File: config.mk
export PLATFORM = sky130hd
export DESIGN_NAME = json_string_escaper_top
export DESIGN_NICKNAME = d
export VERILOG_FILES = /design/src/rtl/jse_pkg.sv /design/src/rtl/jse_escape.sv /design/src/rtl/jse_run_buffer.sv /design/src/rtl/json_string_escaper_top.sv
export SDC_FILE = /design/constraint.sdc
export NUM_CORES = 1
export LEC_CHECK = 0
export ABC_CLOCK_PERIOD_IN_PS = 5860
export BUFFER_PORTS_ARGS = -buffer_cell sky130_fd_sc_hd__buf_2
export CAP_MARGIN = 20
export CORE_ASPECT_RATIO = 2
export CORE_MARGIN = 2
export CORE_UTILIZATION = 40
export CTS_CLUSTER_SIZE = 8
export DETAILED_ROUTE_END_ITERATION = 7
export HOLD_SLACK_MARGIN = 0.06
export SYNTH_ARGS = -nofsm -noshare
export SYNTH_HDL_FRONTEND = slang
export SYNTH_SLANG_ARGS = --single-unit
File: constraint.sdc
create_clock -name clk -period 5.86 [get_ports clk]
set_input_delay 0.293 -clock clk [delete_from_list [all_inputs] [get_ports clk]]
set_output_delay 0.293 -clock clk [all_outputs]
set_load 0.05 [all_outputs]
File: src/rtl/jse_pkg.sv
package jse_pkg;

  localparam int CODE_W  = 21;
  localparam int CHAR_W  = 16;
  localparam int RUN_MAX = 6;
  localparam int LEN_W   = 3;

  localparam logic [CHAR_W-1:0] BMP_MAX = 16'hFFFF;

  localparam logic [CHAR_W-1:0] CH_BS      = 16'h0008;
  localparam logic [CHAR_W-1:0] CH_TAB     = 16'h0009;
  localparam logic [CHAR_W-1:0] CH_LF      = 16'h000A;
  localparam logic [CHAR_W-1:0] CH_FF      = 16'h000C;
  localparam logic [CHAR_W-1:0] CH_CR      = 16'h000D;
  localparam logic [CHAR_W-1:0] CH_SPACE   = 16'h0020;
  localparam logic [CHAR_W-1:0] CH_BANG    = 16'h0021;
  localparam logic [CHAR_W-1:0] CH_QUOTE   = 16'h0022;
  localparam logic [CHAR_W-1:0] CH_HASH    = 16'h0023;
  localparam logic [CHAR_W-1:0] CH_PERIOD  = 16'h002E;
  localparam logic [CHAR_W-1:0] CH_SLASH   = 16'h002F;
  localparam logic [CHAR_W-1:0] CH_ZERO    = 16'h0030;
  localparam logic [CHAR_W-1:0] CH_LBRACK  = 16'h005B;
  localparam logic [CHAR_W-1:0] CH_BSLASH  = 16'h005C;
  localparam logic [CHAR_W-1:0] CH_RBRACK  = 16'h005D;
  localparam logic [CHAR_W-1:0] CH_UPPER_A = 16'h0041;
  localparam logic [CHAR_W-1:0] CH_B       = 16'h0062;
  localparam logic [CHAR_W-1:0] CH_F       = 16'h0066;
  localparam logic [CHAR_W-1:0] CH_N       = 16'h006E;
  localparam logic [CHAR_W-1:0] CH_R       = 16'h0072;
  localparam logic [CHAR_W-1:0] CH_T       = 16'h0074;
  localparam logic [CHAR_W-1:0] CH_U       = 16'h0075;

  localparam logic [LEN_W-1:0] LEN_PLAIN = 3'd1;
  localparam logic [LEN_W-1:0] LEN_SHORT = 3'd2;
  localparam logic [LEN_W-1:0] LEN_UNI   = 3'd6;

  typedef logic [RUN_MAX-1:0][CHAR_W-1:0] run_chars_t;

  typedef struct packed {
    run_chars_t       chars;
    logic [LEN_W-1:0] len;
  } run_t;

  typedef struct packed {
    logic can_load;
  } buf_status_t;

  function automatic logic [CHAR_W-1:0] hex_char(input logic [3:0] nib);
    logic [CHAR_W-1:0] r;
    if (nib < 4'd10) begin
      r = CH_ZERO + CHAR_W'(nib);
    end else begin
      r = CH_UPPER_A + CHAR_W'(nib - 4'd10);
    end
    return r;
  endfunction

endpackage

File: src/rtl/jse_escape.sv
module jse_escape (
  input  logic [jse_pkg::CODE_W-1:0] code,
  output jse_pkg::run_t              run
);
  import jse_pkg::*;

  logic              in_bmp;
  logic [CHAR_W-1:0] c16;
  logic [CHAR_W-1:0] sat;
  logic              pass;
  logic [CHAR_W-1:0] letter;
  logic              has_letter;

  assign in_bmp = (code[CODE_W-1:CHAR_W] == '0);
  assign c16    = code[CHAR_W-1:0];
  assign sat    = in_bmp ? c16 : BMP_MAX;

  assign pass = in_bmp && ((c16 == CH_SPACE) || (c16 == CH_BANG) ||
                ((c16 >= CH_HASH) && (c16 <= CH_PERIOD)) ||
                ((c16 >= CH_ZERO) && (c16 <= CH_LBRACK)) ||
                (c16 >= CH_RBRACK));

  always_comb begin
    has_letter = in_bmp;
    letter     = '0;
    case (c16)
      CH_BS:     letter = CH_B;
      CH_FF:     letter = CH_F;
      CH_LF:     letter = CH_N;
      CH_CR:     letter = CH_R;
      CH_TAB:    letter = CH_T;
      CH_SLASH:  letter = CH_SLASH;
      CH_QUOTE:  letter = CH_QUOTE;
      CH_BSLASH: letter = CH_BSLASH;
      default:   has_letter = 1'b0;
    endcase
  end

  always_comb begin
    run.chars = '0;
    if (pass) begin
      run.chars[0] = c16;
      run.len      = LEN_PLAIN;
    end else if (has_letter) begin
      run.chars[0] = CH_BSLASH;
      run.chars[1] = letter;
      run.len      = LEN_SHORT;
    end else begin
      run.chars[0] = CH_BSLASH;
      run.chars[1] = CH_U;
      run.chars[2] = hex_char(sat[15:12]);
      run.chars[3] = hex_char(sat[11:8]);
      run.chars[4] = hex_char(sat[7:4]);
      run.chars[5] = hex_char(sat[3:0]);
      run.len      = LEN_UNI;
    end
  end

endmodule

File: src/rtl/jse_run_buffer.sv
module jse_run_buffer (
  input  logic                       clk,
  input  logic                       rst,
  input  logic                       load,
  input  jse_pkg::run_t              run,
  input  logic                       run_end,
  output jse_pkg::buf_status_t       status,
  output logic                       m_tvalid,
  input  logic                       m_tready,
  output logic [jse_pkg::CHAR_W-1:0] m_tdata,  // out_char
  output logic                       m_tlast,  // out_string_end
  output logic                       m_tuser   // run_last
);
  import jse_pkg::*;

  run_chars_t       chars;
  logic [LEN_W-1:0] remain;
  logic             valid;
  logic             end_flag;
  logic             xfer;
  logic             final_char;

  assign final_char      = (remain == LEN_W'(1));
  assign xfer            = valid && m_tready;
  assign status.can_load = !valid || (xfer && final_char);

  assign m_tvalid = valid;
  assign m_tdata  = chars[0];
  assign m_tuser  = final_char;
  assign m_tlast  = final_char && end_flag;

  always_ff @(posedge clk) begin
    if (rst) begin
      valid  <= 1'b0;
      remain <= '0;
    end else if (load) begin
      valid  <= 1'b1;
      remain <= run.len;
    end else if (xfer) begin
      valid  <= !final_char;
      remain <= remain - LEN_W'(1);
    end
  end

  always_ff @(posedge clk) begin
    if (load) begin
      chars    <= run.chars;
      end_flag <= run_end;
    end else if (xfer) begin
      chars <= {CHAR_W'(0), chars[RUN_MAX-1:1]};
    end
  end

endmodule

File: src/rtl/json_string_escaper_top.sv
// JSON string escaper. Each transfer on the s side carries one code point and
// an end-of-string flag in tlast; the m side returns its escaped form one
// 16-bit character per transfer, with tuser high on the last character of
// each run and tlast high on the last character of the string's final run.
// Plain characters leave at one per cycle while m_tready is high; a short
// escape is two characters and a \uXXXX escape six, shifted out by the output
// run buffer at one character per cycle while m_tready is high. Code points
// above 0xFFFF come out as \uFFFF. An input transfer is held in an input
// register, then escape-decoded into the run buffer that drives the m side.
module json_string_escaper_top (
  input  logic        clk,
  input  logic        rst,
  input  logic        s_tvalid,
  output logic        s_tready,
  input  logic [23:0] s_tdata,   // in_char[20:0], zero pad
  input  logic        s_tlast,   // in_string_end
  output logic        m_tvalid,
  input  logic        m_tready,
  output logic [15:0] m_tdata,   // out_char
  output logic        m_tlast,   // out_string_end
  output logic        m_tuser    // run_last
);
  import jse_pkg::*;

  logic              in_valid;
  logic [CODE_W-1:0] in_char;
  logic              in_end;
  logic              s_xfer;
  logic              load;
  run_t              run;
  buf_status_t       status;

  assign s_xfer   = s_tvalid && s_tready;
  assign load     = in_valid && status.can_load;
  assign s_tready = !in_valid || status.can_load;

  always_ff @(posedge clk) begin
    if (rst) begin
      in_valid <= 1'b0;
    end else if (s_xfer) begin
      in_valid <= 1'b1;
    end else if (load) begin
      in_valid <= 1'b0;
    end
  end

  always_ff @(posedge clk) begin
    if (s_xfer) begin
      in_char <= s_tdata[CODE_W-1:0];
      in_end  <= s_tlast;
    end
  end

  jse_escape u_escape (
    .code (in_char),
    .run  (run)
  );

  jse_run_buffer u_run_buffer (
    .clk      (clk),
    .rst      (rst),
    .load     (load),
    .run      (run),
    .run_end  (in_end),
    .status   (status),
    .m_tvalid (m_tvalid),
    .m_tready (m_tready),
    .m_tdata  (m_tdata),
    .m_tlast  (m_tlast),
    .m_tuser  (m_tuser)
  );

endmodule

# Yosys cells after proc, flatten, opt, wreduce, memory -nomap -nowiden
# Index checks and enable logic that the tools add are counted.
dict set report totals {
  ff_bits 124
  output_inout_bits 20
}
dict set report op_classes {
  add_sub_neg 13
  order_cmp 9
  eq_ne 11
  n_mux 19
  reduce_logical 21
}
# cell count
set op_table {}
lappend op_table {{$mux 96} 2}
lappend op_table {{$eq 16x4->1 const B} 5}
lappend op_table {{$mux 16} 5}
lappend op_table {{$mux 80} 1}
lappend op_table {{$add 7x16->16 const A} 4}
lappend op_table {{$eq 16x6->1 const B} 4}
lappend op_table {{$mux 64} 1}
lappend op_table {{$pmux 7 s8} 1}
lappend op_table {{$ge 16x6->1 const B} 2}
lappend op_table {{$add 6x4->7 const A} 4}
lappend op_table {{$mux 26} 1}
lappend op_table {{$sub 4x4->5 const B} 4}
lappend op_table {{$mux 19} 1}
lappend op_table {{$eq 16x7->1 const B} 1}
lappend op_table {{$ge 16x7->1 const B} 1}
lappend op_table {{$le 16x6->1 const B} 1}
lappend op_table {{$le 16x7->1 const B} 1}
lappend op_table {{$lt 4x4->1 const B} 4}
lappend op_table {{$logic_and 1x1->1} 8}
lappend op_table {{$reduce_or 8->1} 1}
lappend op_table {{$logic_or 1x1->1} 6}
lappend op_table {{$mux 3} 2}
lappend op_table {{$logic_not 5->1} 1}
lappend op_table {{$mux 1} 5}
lappend op_table {{other kinds (4)} 7}

# Depth between registers and ports, before layout
# Gate-level depths: netlist of the first run.
dict set report depth {
  depth_word 8
  depth_mapped 11
  depth_no_buf 10
}

# Hierarchy
# From an unflattened synthesis of the first run, not the netlist that was laid out.
dict set report unflattened {
  hier_cells 499
  area_unflattened_um2 6710.2
}
# module instances cells_per_inst area_per_inst_um2 seq_area_each_um2
set by_module_without_submodules {}
lappend by_module_without_submodules {jse_run_buffer 1 250 4503.1 2992.9}
lappend by_module_without_submodules {jse_escape 1 221 1483.9 0.0}
lappend by_module_without_submodules {json_string_escaper_top 1 28 723.2 680.7}

# Worst setup path before layout of the first run
# Ideal clock, no wire load.
dict set report synth_timing {
  path_type {register to register}
  startpoint {register u_run_buffer.remain[1]}
  endpoint {register in_char[0] (enable)}
  arrival_time_ns 2.756
  required_time_ns 5.452
  slack_ns 2.696
  path_stages_with_launch 6
  n_path_buf 0
  period_less_slack_ns 3.164
  path_cell_list {dfxtp_1 > inv_1 > ha_1 > nor2b_1 > a21boi_0 > a21oi_1}
}
dict set report synth_via {
  elab_chain_cells 5
}
# item line_no
set synth_rtl {}
lappend synth_rtl {{start: declaration} jse_run_buffer.sv:17} ;# logic [LEN_W-1:0] remain;
lappend synth_rtl {{start signal: assignment} jse_run_buffer.sv:38} ;# remain <= run.len;
lappend synth_rtl {{start signal: assignment} jse_run_buffer.sv:41} ;# remain <= remain - LEN_W'(1);
lappend synth_rtl {{$eq 3x1->1} jse_run_buffer.sv:23} ;# assign final_char = (remain == LEN_W'(1));
lappend synth_rtl {{via m_tuser} json_string_escaper_top.sv:21} ;# output logic m_tuser
lappend synth_rtl {{$logic_and 1x1->1} jse_run_buffer.sv:25} ;# assign status.can_load = !valid || (xfer && final_char);
lappend synth_rtl {{$logic_or 1x1->1} jse_run_buffer.sv:25}
lappend synth_rtl {{$logic_or 1x1->1} json_string_escaper_top.sv:35} ;# assign s_tready = !in_valid || status.can_load;
lappend synth_rtl {{$logic_and 1x1->1} json_string_escaper_top.sv:33} ;# assign s_xfer = s_tvalid && s_tready;
lappend synth_rtl {{via s_xfer} json_string_escaper_top.sv:28} ;# logic s_xfer;
lappend synth_rtl {{end signal: assignment} json_string_escaper_top.sv:49} ;# in_char <= s_tdata[CODE_W-1:0];
lappend synth_rtl {{end: declaration} json_string_escaper_top.sv:26} ;# logic [CODE_W-1:0] in_char;
# The timed path passes the listed nets, and every way through them passes these cells.
# A chain may end at the register's enable or synchronous reset.

# Final worst setup path of the first run
dict set report layout_timing {
  startpoint {register in_char[16]}
  endpoint {register u_run_buffer.chars[65] in the netlist's numbering (data pin)}
}
dict set report layout_via {
  elab_chain_cells 8
  elab_cells_between_ends 12
  cone_classes {add/sub (3); order compare (1); mux (6); reduce/logical (2)}
}
# item line_no
set layout_rtl {}
lappend layout_rtl {{$logic_not 5->1 *} jse_escape.sv:14} ;# assign in_bmp = (code[CODE_W-1:CHAR_W] == '0);
lappend layout_rtl {{$mux 16} jse_escape.sv:16} ;# assign sat = in_bmp ? c16 : BMP_MAX;
lappend layout_rtl {{$sub 4x4->5} jse_pkg.sv:53} ;# r = CH_UPPER_A + CHAR_W'(nib - 4'd10);
lappend layout_rtl {{$add 7x16->16} jse_pkg.sv:53}
lappend layout_rtl {{$mux 16} jse_pkg.sv:50} ;# if (nib < 4'd10) begin
lappend layout_rtl {{$mux 64} jse_escape.sv:44} ;# end else if (has_letter) begin
lappend layout_rtl {{$mux 80 *} jse_escape.sv:41} ;# if (pass) begin
lappend layout_rtl {{$mux 96 *} jse_run_buffer.sv:46} ;# if (load) begin
lappend layout_rtl {{end signal: assignment} jse_run_buffer.sv:47} ;# chars <= run.chars;
lappend layout_rtl {{end signal: assignment} jse_run_buffer.sv:50} ;# chars <= {CHAR_W'(0), chars[RUN_MAX-1:1]};
lappend layout_rtl {{end: declaration} jse_run_buffer.sv:16} ;# run_chars_t chars;
# Every way passes the cells marked *; elsewhere a longest branch is shown, timed or not.

==> impl_metrics.yaml, run 1 <==
detailed_routing:
  postRouteAntennaNets: 0
  drt-pass1-iter-count: 5
  drt_iter0_markers: 233
  drc: 0
  route.vias.total: 2721
  routed_wirelength_microns: 8643
  routed_via_density: 5.263
  avgRoutedWirePerCell_microns: 16.72
clocking:
  cts_tree: "built"
  cts_resized: 0
  hold_buffers: 0
  cts_setup_buffers: 0
  clkTransAtPathRegs_ns: 0.06
  h-tree-depth: 3
  clock_latency_ns: 0.33
  cts_buffer_depth: 2
  clock_sinks: 79
  cts_buffers: 9
  clockRootBuffer: "clkbuf_16"
synth:
  synth_edf_count: 74
  ys_types: 50
  synth_cells: 356
  ys_seq_elements: 79
  avgSynthCellArea_sq_um: 11.26
  syn_nets: 396
  netlist_area_sq_um: 4009
  yosysWarnings: 0
  synth-seq-area-share_pct: 57.93
  synth_flop_cell: "edfxtp_1"
  synthArstFlopShare_pct: 0
floorplan:
  core_sq_um: 9763
  pin_count: 49
  fp.dieH_microns: 145.6
  die_x_microns: 74.79
  num_rows: 51
  initial_core_util_pct: 41.06
  die_area_sq_um: 10890
timing:
  setup_violations: 0
  hold_violations: 0
  fin_crit_ns: 3.212
  setup_tns_ns: 0
  worst_slew_pin_slew_ns: 0.9809
  rsz0062_at_grt: "false"
  max_freq_ghz: 0.3113
  fin_crit_sh_pct: 54.81
  holdWs_ns: 0.1345
  max-slew-margin-rel_pct: 34.36
  drv_slew: 0
  finClkSkew_ns: 0.004422
placement:
  place_congestion: 0.9099
  io_buffer_count: 45
  dp_hpwl_microns: 6226
cells_and_area:
  area_growth_pct: 12.98
  mostFrequentLayoutCell: "edfxtp_1"
  nets: 420
  fillers: 925
  mostFrequentLayoutCells: "74 x edfxtp_1, 45 x buf_2, 39 x nand2_1, 35 x nor2_1"
  antennaDiodeCount: 0
  drive_gt1_share_pct: 17.40
setup_path:
  critPathCaptureType: "flop"
  worstPathArrival_ns: 3.29
  crit_required_ns: 5.94
  r2r_slack_ns: 2.65
  cp-start-kind: "flop"
  worstSetupPathType: "flop to flop"
  crit_path_max_fanout: 13
global_route:
  grt_use_total_pct: 17.24
  gr-total-overflow: 0
  grt_pass1_wl_microns: 13800
  grt_max_degree: 58
  antenna_found_initial: 0
  grt_pass1_vias: 2773
min_path:
  min_path_type: "input port to flop"
pwr:
  vdd_drop_max_uv: 191.9
  leakage_nw: 1.650
  pwr_density_cell_nw_per_um2: 309.7
  power_mw: 1.403
status:
  status: "finished, final reports clean"
run:
  maxCapViolCount: 0
[stage by stage]
stage / utilization [%] / std cells / instance area, sq um / setup WS (ns)
final: 46.39 / 517 / 4529 / 2.648
after global routing: 46.39 / 517 / 4529 / 2.411
after CTS: 46.39 / 517 / 4529 / 2.615
after detailed placement: 43.24 / 501 / 4222 / 2.628
after global placement: 43.24 / 501 / 4222 / 2.689
after floorplan: - / 356 / 4009 / 2.696
[cell type report]
type / instances / area [sq um] / share of cell area, %
well taps: 132 / 165.2 / 3.646
repair buffers: 48 / 247.7 / 5.470
multi-input cells: 231 / 1445 / 31.91
flip-flops and latches: 79 / 2322 / 51.27
clock buffers: 15 / 300.3 / 6.630
clock inverters: 1 / 7.507 / 0.1657
inverters: 11 / 41.29 / 0.9116
[synthesized netlist by cell type (all sizes together), types with 2 or more instances]
cell	n	area share [%]
xnor2	7	1.5
edfxtp	74	55
a22o	20	4.4
a21boi	2	0.37
nand2	39	3.7
o2111ai	2	0.44
nand4b	2	0.44
nand3b	2	0.37
o22a	4	0.87
a21oi	15	2.2
and3	4	0.62
o21ai	20	2.5
o41ai	2	0.44
nor4	3	0.47
a211oi	5	0.94
xor2	6	1.3
or2	2	0.31
nor2	35	3.3
nor2b	4	0.62
buf	21	3.8
nand3	6	0.75
dfxtp	5	2.5
ha	11	3.4
o2bb2ai	2	0.44
o211ai	2	0.37
inv	10	0.94
clkbuf	14	1.3
and2	9	1.4
nor3	8	1.0
or3	4	0.62
[cell families after synthesis]
group                      count (synthesis)  synth area share (%)
and+or+nand+nor                          125                 14.98
AOI/OAI and AO/OA                         81                 14.42
DFF                                       79                 57.93
buffers and inverters                     46                 6.117
xor gates and xnor gates                  13                 2.840
adders and majority gates                 11                 3.433
muxes                                      1                0.2809
[sequential cells by signal, summed over array words and instances (netlist names)]
register               flops
u_run_buffer.chars        35
in_char                   21
u_run_buffer.m_tdata      16
u_run_buffer.remain        3
in_end                     1
in_valid                   1
u_run_buffer.end_flag      1
u_run_buffer.m_tvalid      1
[critical path: stages, from the launching register on]
cell and delay [ns]:
edfxtp_1 0.37, or4_1 0.59, nor2_1 0.77, nand2_1 0.23, ha_1 0.33, nand2_1 0.10
xor2_1 0.19, nand2_1 0.11, a22o_1 0.26
[final timing paths]
path,from,endpoint,cells after the start
setup / recovery,in_char[16]$_DFFE_PP_,u_run_buffer.chars[65]$_DFFE_PP_,8
hold reg to reg,in_end$_DFFE_PP_,u_run_buffer.end_flag$_DFFE_PP_,0
setup reg to reg,in_char[16]$_DFFE_PP_,u_run_buffer.chars[65]$_DFFE_PP_,8
hold / removal,s_tdata[9],in_char[9]$_DFFE_PP_,1
[report_power, final]
group | total, mW | switching (mW) | internal (mW)
registers | 0.698 | 0.0261 | 0.672
clock network | 0.559 | 0.209 | 0.351
logic | 0.146 | 0.0981 | 0.0476
total | 1.40 | 0.333 | 1.07
[per-layer routing]
metal / global-route usage [%] / vias up / part of all wire (%)
met1: 17.60 / 1289 / 36
met3: 3.255 / 29 / 2.8
li1: - / 1339 / -
met2: 30.09 / 64 / 56
met5: 0 / - / 0
met4: 11.70 / 0 / 5.5
No activity file was read; power rests on OpenSTA's default activity.
==> run 2, diff against run 1 <==
- ABC_CLOCK_PERIOD_IN_PS: 5860 -> 3000
- clock period: 5.86 -> 3 ns (I/O delays scaled with it)
==> run 2 against run 1 <==
Critical path depth is 2 higher. Critical endpoint is now u_run_buffer.chars[36]$_DFFE_PP_. Largest power group unchanged. Via count up 6.1%. Worst setup slack worse by 2.3 ns. Fmax is 21% higher. Design area grew 7.1%. Wire length up 5.7%. Core utilization increased by 3.3 points. Final cell count increased by 6.6%. Non-clock buffer count up 34. Largest cell class unchanged. Sequential share of layout area decreased by 3.4 points.
==> impl_metrics.yaml, run 2 (same netlist as run 1, synthesis figures left out) <==
global_route:
  grt_use_total_pct: 18.27
  grt_pass1_wl_microns: 14630
  antenna_found_initial: 0
  gr-total-overflow: 0
  grt_max_degree: 35
  grt_pass1_vias: 2993
setup_path:
  cp-start-kind: "flop"
  crit_path_max_fanout: 12
  path_cells: "nor3_1 > nand2_1 > nor2_1 > ha_1 > inv_1 > ha_1 > nand3b_1 > or2_2 > nand3_1 > a22o_1"
  critPathCaptureType: "flop"
  reg2reg_from: "in_char[17]$_DFFE_PP_"
  worst_path_largest_cell_delay_ns: 0.45
  crit_start: "in_char[17]$_DFFE_PP_"
  worstPathArrival_ns: 2.75
  crit_required_ns: 3.09
  critPathMostFrequentCell: "ha_1"
  worstSetupPathType: "flop to flop"
  crit_path_top_delay_cell: "edfxtp_1"
clocking:
  clockRootBuffer: "clkbuf_16"
  cts_tree: "built"
  clkTransAtPathRegs_ns: 0.06
  clock_sinks: 79
  cts_buffers: 9
  h-tree-depth: 3
  cts_setup_buffers: 0
  clock_latency_ns: 0.33
  cts_buffer_depth: 2
cells_and_area:
  mostFrequentLayoutCell: "edfxtp_1"
  largest_register_ffs: 35
  nets: 454
  area_growth_pct: 21.00
  mostFrequentLayoutCells: "74 x edfxtp_1, 45 x buf_2, 39 x nand2_1, 35 x nor2_1, 23 x dlygate4sd3_1"
  finalNonFillerCells: 551
  antennaDiodeCount: 0
  regMostFlops: "u_run_buffer.chars"
  drive_gt1_share_pct: 18.14
floorplan:
  die_x_microns: 74.79
  pin_count: 49
  num_rows: 51
  initial_core_util_pct: 41.06
  core_sq_um: 9763
  die_area_sq_um: 10890
  fp.dieH_microns: 145.6
timing:
  holdWs_ns: 0.09104
  worst_slew_pin_slew_ns: 0.6325
  fin_crit_ns: 2.662
  setup_tns_ns: 0
  max_freq_ghz: 0.3757
  finClkSkew_ns: 0.004064
  layout_setup_ws_ns: 0.3380
  setup_violations: 0
  hold_violations: 0
  max-slew-margin-rel_pct: 57.28
  drv_slew: 0
  rsz0062_at_grt: "false"
  fin_crit_sh_pct: 88.73
detailed_routing:
  drc: 0
  routed_via_density: 5.240
  routed_wirelength_microns: 9136
  avgRoutedWirePerCell_microns: 16.58
  drt_iter0_markers: 188
  drt-pass1-iter-count: 4
  route.vias.total: 2887
  postRouteAntennaNets: 0
min_path:
  min_path_type: "input port to flop"
  hp-start: "s_tvalid"
pwr:
  leakage_nw: 1.804
  vdd_drop_max_uv: 290.6
  pwr_density_cell_nw_per_um2: 580.9
placement:
  dp_hpwl_microns: 6430
  dp.cells: 512
  post-place-ws_ns: 0.3694
  place_congestion: 0.8940
  io_buffer_count: 45
status:
  status: "finished, final reports clean"
run:
  maxCapViolCount: 0
## run 2: cell types whose count changed in the layout (fill, tap and decap cells not counted), sizes merged
cell | before | now
clkbuf | 15 | 10
dlygate4sd3 | 0 | 23
clkinv | 1 | 5
buf | 48 | 59
bufinv | 0 | 2
clkinvlp | 1 | 0
## run 2: per-layer routing
metal	vias to the layer above	part of all wire, %	GRT usage (%)
li1	1411	-	-
met1	1380	34	16.98
met2	64	56	33.85
met3	32	2.9	4.294
met4	0	6.3	10.63
met5	-	0	0
## run 2: what timing repair did
| item | 4_1_cts | 5_1_grt |
|---|---|---|
| setup endpoints to repair | 0 | 0 |
| gates resized for setup | 0 | 0 |
| hold endpoints to repair | 27 | 0 |
| hold buffers | 23 | 0 |
## run 2: critical path, delay by kind of cell, from the launching register on
kind / cells / cell delay [ns]
buffers and inverters: 1 / 0.04
and+or+nand+nor: 6 / 1.21
DFF: 1 / 0.45
adders and majority gates: 2 / 0.50
AOI/OAI and AO/OA: 1 / 0.21
## run 2: worst paths after layout
check / endpoint / slack, ns / cells after the start
setup / recovery: u_run_buffer.chars[36]$_DFFE_PP_ / 0.34 / 10
hold / removal: in_valid$_SDFFE_PP0P_ / 0.09 / 3
setup reg to reg: u_run_buffer.chars[36]$_DFFE_PP_ / 0.34 / 10
hold reg to reg: u_run_buffer.end_flag$_DFFE_PP_ / 0.43 / 0
## run 2: area by class of cell
| type | instances | area [sq um] |
|---|---|---|
| flip-flops and latches | 79 | 2322 |
| multi-input cells | 231 | 1445 |
| inverters | 11 | 41.29 |
| clock inverters | 6 | 75.07 |
| repair buffers | 82 | 573.1 |
| well taps | 132 | 165.2 |
| clock buffers | 10 | 229.0 |
| fillers | 909 | 4912 |
## run 2: per-stage QoR
step	utilization (%)	total power, mW	cell area [sq um]
after detailed placement	44.21	1.690	4317
after global placement	44.21	1.681	4317
final	49.69	2.818	4851
after CTS	49.69	2.843	4851
after global routing	49.69	2.919	4851
after floorplan	-	1.606	4013
## run 2: power breakdown
group          internal, mW  leakage, nW  switching [mW]
sequential             1.31        0.752          0.0377
clock                 0.717        0.147           0.413
combinational         0.125        0.906           0.214
==> run 3, diff against run 2 <==
- BUFFER_PORTS_ARGS: -buffer_cell sky130_fd_sc_hd__buf_2 -> -buffer_cell sky130_fd_sc_hd__buf_4
- SLEW_MARGIN: unset -> 20
==> run 3 against run 2 <==
Power rose by 4.3%. Clock power rose by 9%. Clock-buffer cell count did not move. Flip-flop and latch count did not move. First-iteration DRC count rose by 9.6%. Sequential power barely moved. Non-clock buffer count did not move.
==> impl_metrics.yaml, run 3 (same netlist as run 1, synthesis figures left out) <==
status:
  status: "finished, final reports clean"
clocking:
  cts_buffer_depth: 2
  cts_resized: 0
  clock_sinks: 79
  cts_setup_buffers: 0
  clockRootBuffer: "clkbuf_16"
  clkTransAtPathRegs_ns: 0.06
  cts_tree: "built"
  h-tree-depth: 3
  clock_latency_ns: 0.34
  cts_buffers: 9
  hold_buffers: 23
timing:
  max_freq_ghz: 0.3735
  finClkSkew_ns: 0.005775
  drv_slew: 0
  worst_slew_pin_slew_ns: 0.6410
  setup_violations: 0
  fin_crit_ns: 2.678
  setup_tns_ns: 0
  max-slew-margin-rel_pct: 56.70
  rsz0062_at_grt: "false"
  hold_violations: 0
  layout_setup_ws_ns: 0.3223
  fin_crit_sh_pct: 89.26
pwr:
  p_comb_share_pct: 12.2
  clock_power_share_pct: 41.9
  net-switching-power_mw: 0.6739
  intPower_mw: 2.266
  pwr_density_cell_nw_per_um2: 588.3
  leakage_nw: 1.850
  power.share.switching_pct: 22.92
  vdd_drop_max_uv: 341.7
  seq_power_share_pct: 45.9
cells_and_area:
  nets: 454
  drive_gt1_share_pct: 18.85
  multi_input_area_sq_um: 1445
  finalInstanceArea_sq_um: 4997
  fillers: 866
  area.sequential_sq_um: 2322
  area_growth_pct: 24.66
  largest_register_ffs: 35
  antennaDiodeCount: 0
  mostFrequentLayoutCell: "edfxtp_1"
  regMostFlops: "u_run_buffer.chars"
  mostFrequentLayoutCells: "74 x edfxtp_1, 58 x buf_4, 39 x nand2_1, 35 x nor2_1, 23 x dlygate4sd3_1"
setup_path:
  crit_required_ns: 3.09
  crit_path_top_delay_cell: "or4_1"
  critPathCaptureType: "flop"
  critPathMostFrequentCell: "nand2_1"
  worst_path_largest_cell_delay_ns: 0.60
  crit_path_max_fanout: 7
  worstPathArrival_ns: 2.77
  worstSetupPathType: "flop to flop"
  path_cells: "or4_1 > nor2_1 > nand2_1 > ha_1 > inv_1 > o2bb2ai_1 > nand2_1 > a22o_1"
  reg2reg_from: "in_char[16]$_DFFE_PP_"
  critical_path_buf_inv_count: 1
  cp-start-kind: "flop"
  crit_cells: 8
  crit_start: "in_char[16]$_DFFE_PP_"
  reg2reg_depth: 8
  crit_family: "simple AND/OR/NAND/NOR gates"
global_route:
  antenna_found_initial: 0
  grt_pass1_vias: 2917
  grt_max_degree: 33
  grt_use_total_pct: 17.78
  gr-total-overflow: 0
  grt_pass1_wl_microns: 14010
floorplan:
  pin_count: 49
  num_rows: 51
  initial_core_util_pct: 41.06
  fp.dieH_microns: 145.6
  core_sq_um: 9763
  die_area_sq_um: 10890
  die_x_microns: 74.79
detailed_routing:
  drc: 0
  routed_wirelength_microns: 9052
  postRouteAntennaNets: 0
  drt_iter0_markers: 206
  routed_via_density: 5.201
  route.vias.total: 2866
  avgRoutedWirePerCell_microns: 16.43
  drt-pass1-iter-count: 4
run:
  maxCapViolCount: 0
placement:
  dp_hpwl_microns: 6481
  post-place-ws_ns: 0.3371
  place_congestion: 0.8534
  placed_cell_area_sq_um: 4429
  io_buffer_count: 45
min_path:
  hp-start: "s_tvalid"
  min_path_type: "input port to flop"
  hold_depth: 3
-- run 3: cell count changes in the layout (fill, tap and decap cells not counted), sizes merged --
cell / before / now
clkinvlp: 0 / 2
bufinv: 2 / 3
clkinv: 5 / 2
-- run 3: final cells by class --
class | instances | area share (%)
Tap cell | 132 | 3.305
Timing Repair Buffer | 82 | 13.72
Multi-Input combinational cell | 231 | 28.92
Sequential cell | 79 | 46.47
Inverter | 11 | 0.8262
Clock buffer | 10 | 4.582
Clock inverter | 6 | 2.178
-- run 3: stage by stage --
step | utilization, % | instances | hold WS [ns] | total power, mW
finish | 51.19 | 551 | 0.07823 | 2.940
global route | 51.19 | 551 | 0.07932 | 3.050
CTS | 51.19 | 551 | 0.07012 | 2.972
detailed placement | 45.37 | 512 | 0.3294 | 1.712
global placement | 45.37 | 512 | 0.3288 | 1.703
floorplan | - | 356 | 0.2191 | 1.606
-- run 3: worst reg2reg max path: cells and delay by family, from the launching register on --
family                   cells  cell delay (ns)
AO/OA/AOI/OAI                2             0.36
adder cells (fa/ha/maj)      1             0.30
buffers and inverters        1             0.05
flip-flops                   1             0.37
AND/OR/NAND/NOR              4             1.34
-- run 3: worst paths after layout --
path                                                          to  slack (ns)
worst max-delay path            u_run_buffer.chars[52]$_DFFE_PP_        0.32
worst min-delay path                       in_valid$_SDFFE_PP0P_        0.08
worst max register to register  u_run_buffer.chars[52]$_DFFE_PP_        0.32
worst min register to register   u_run_buffer.end_flag$_DFFE_PP_        0.42
-- run 3: power groups by stage --
stage / registers, mW / logic (mW) / clock network (mW)
final: 1.35 / 0.359 / 1.23
after CTS: 1.35 / 0.363 / 1.26
after global placement: 1.37 / 0.332 / 0
after detailed placement: 1.37 / 0.338 / 0
after global routing: 1.36 / 0.389 / 1.30
after floorplan: 1.36 / 0.245 / 0
-- run 3: layer usage --
metal	track usage (%)	wire (microns)	up-vias
met4	11.88	459	0
met2	31.95	5176	62
met1	16.63	3108	1367
met3	4.363	308	29
met5	0	0	-
li1	-	-	1408
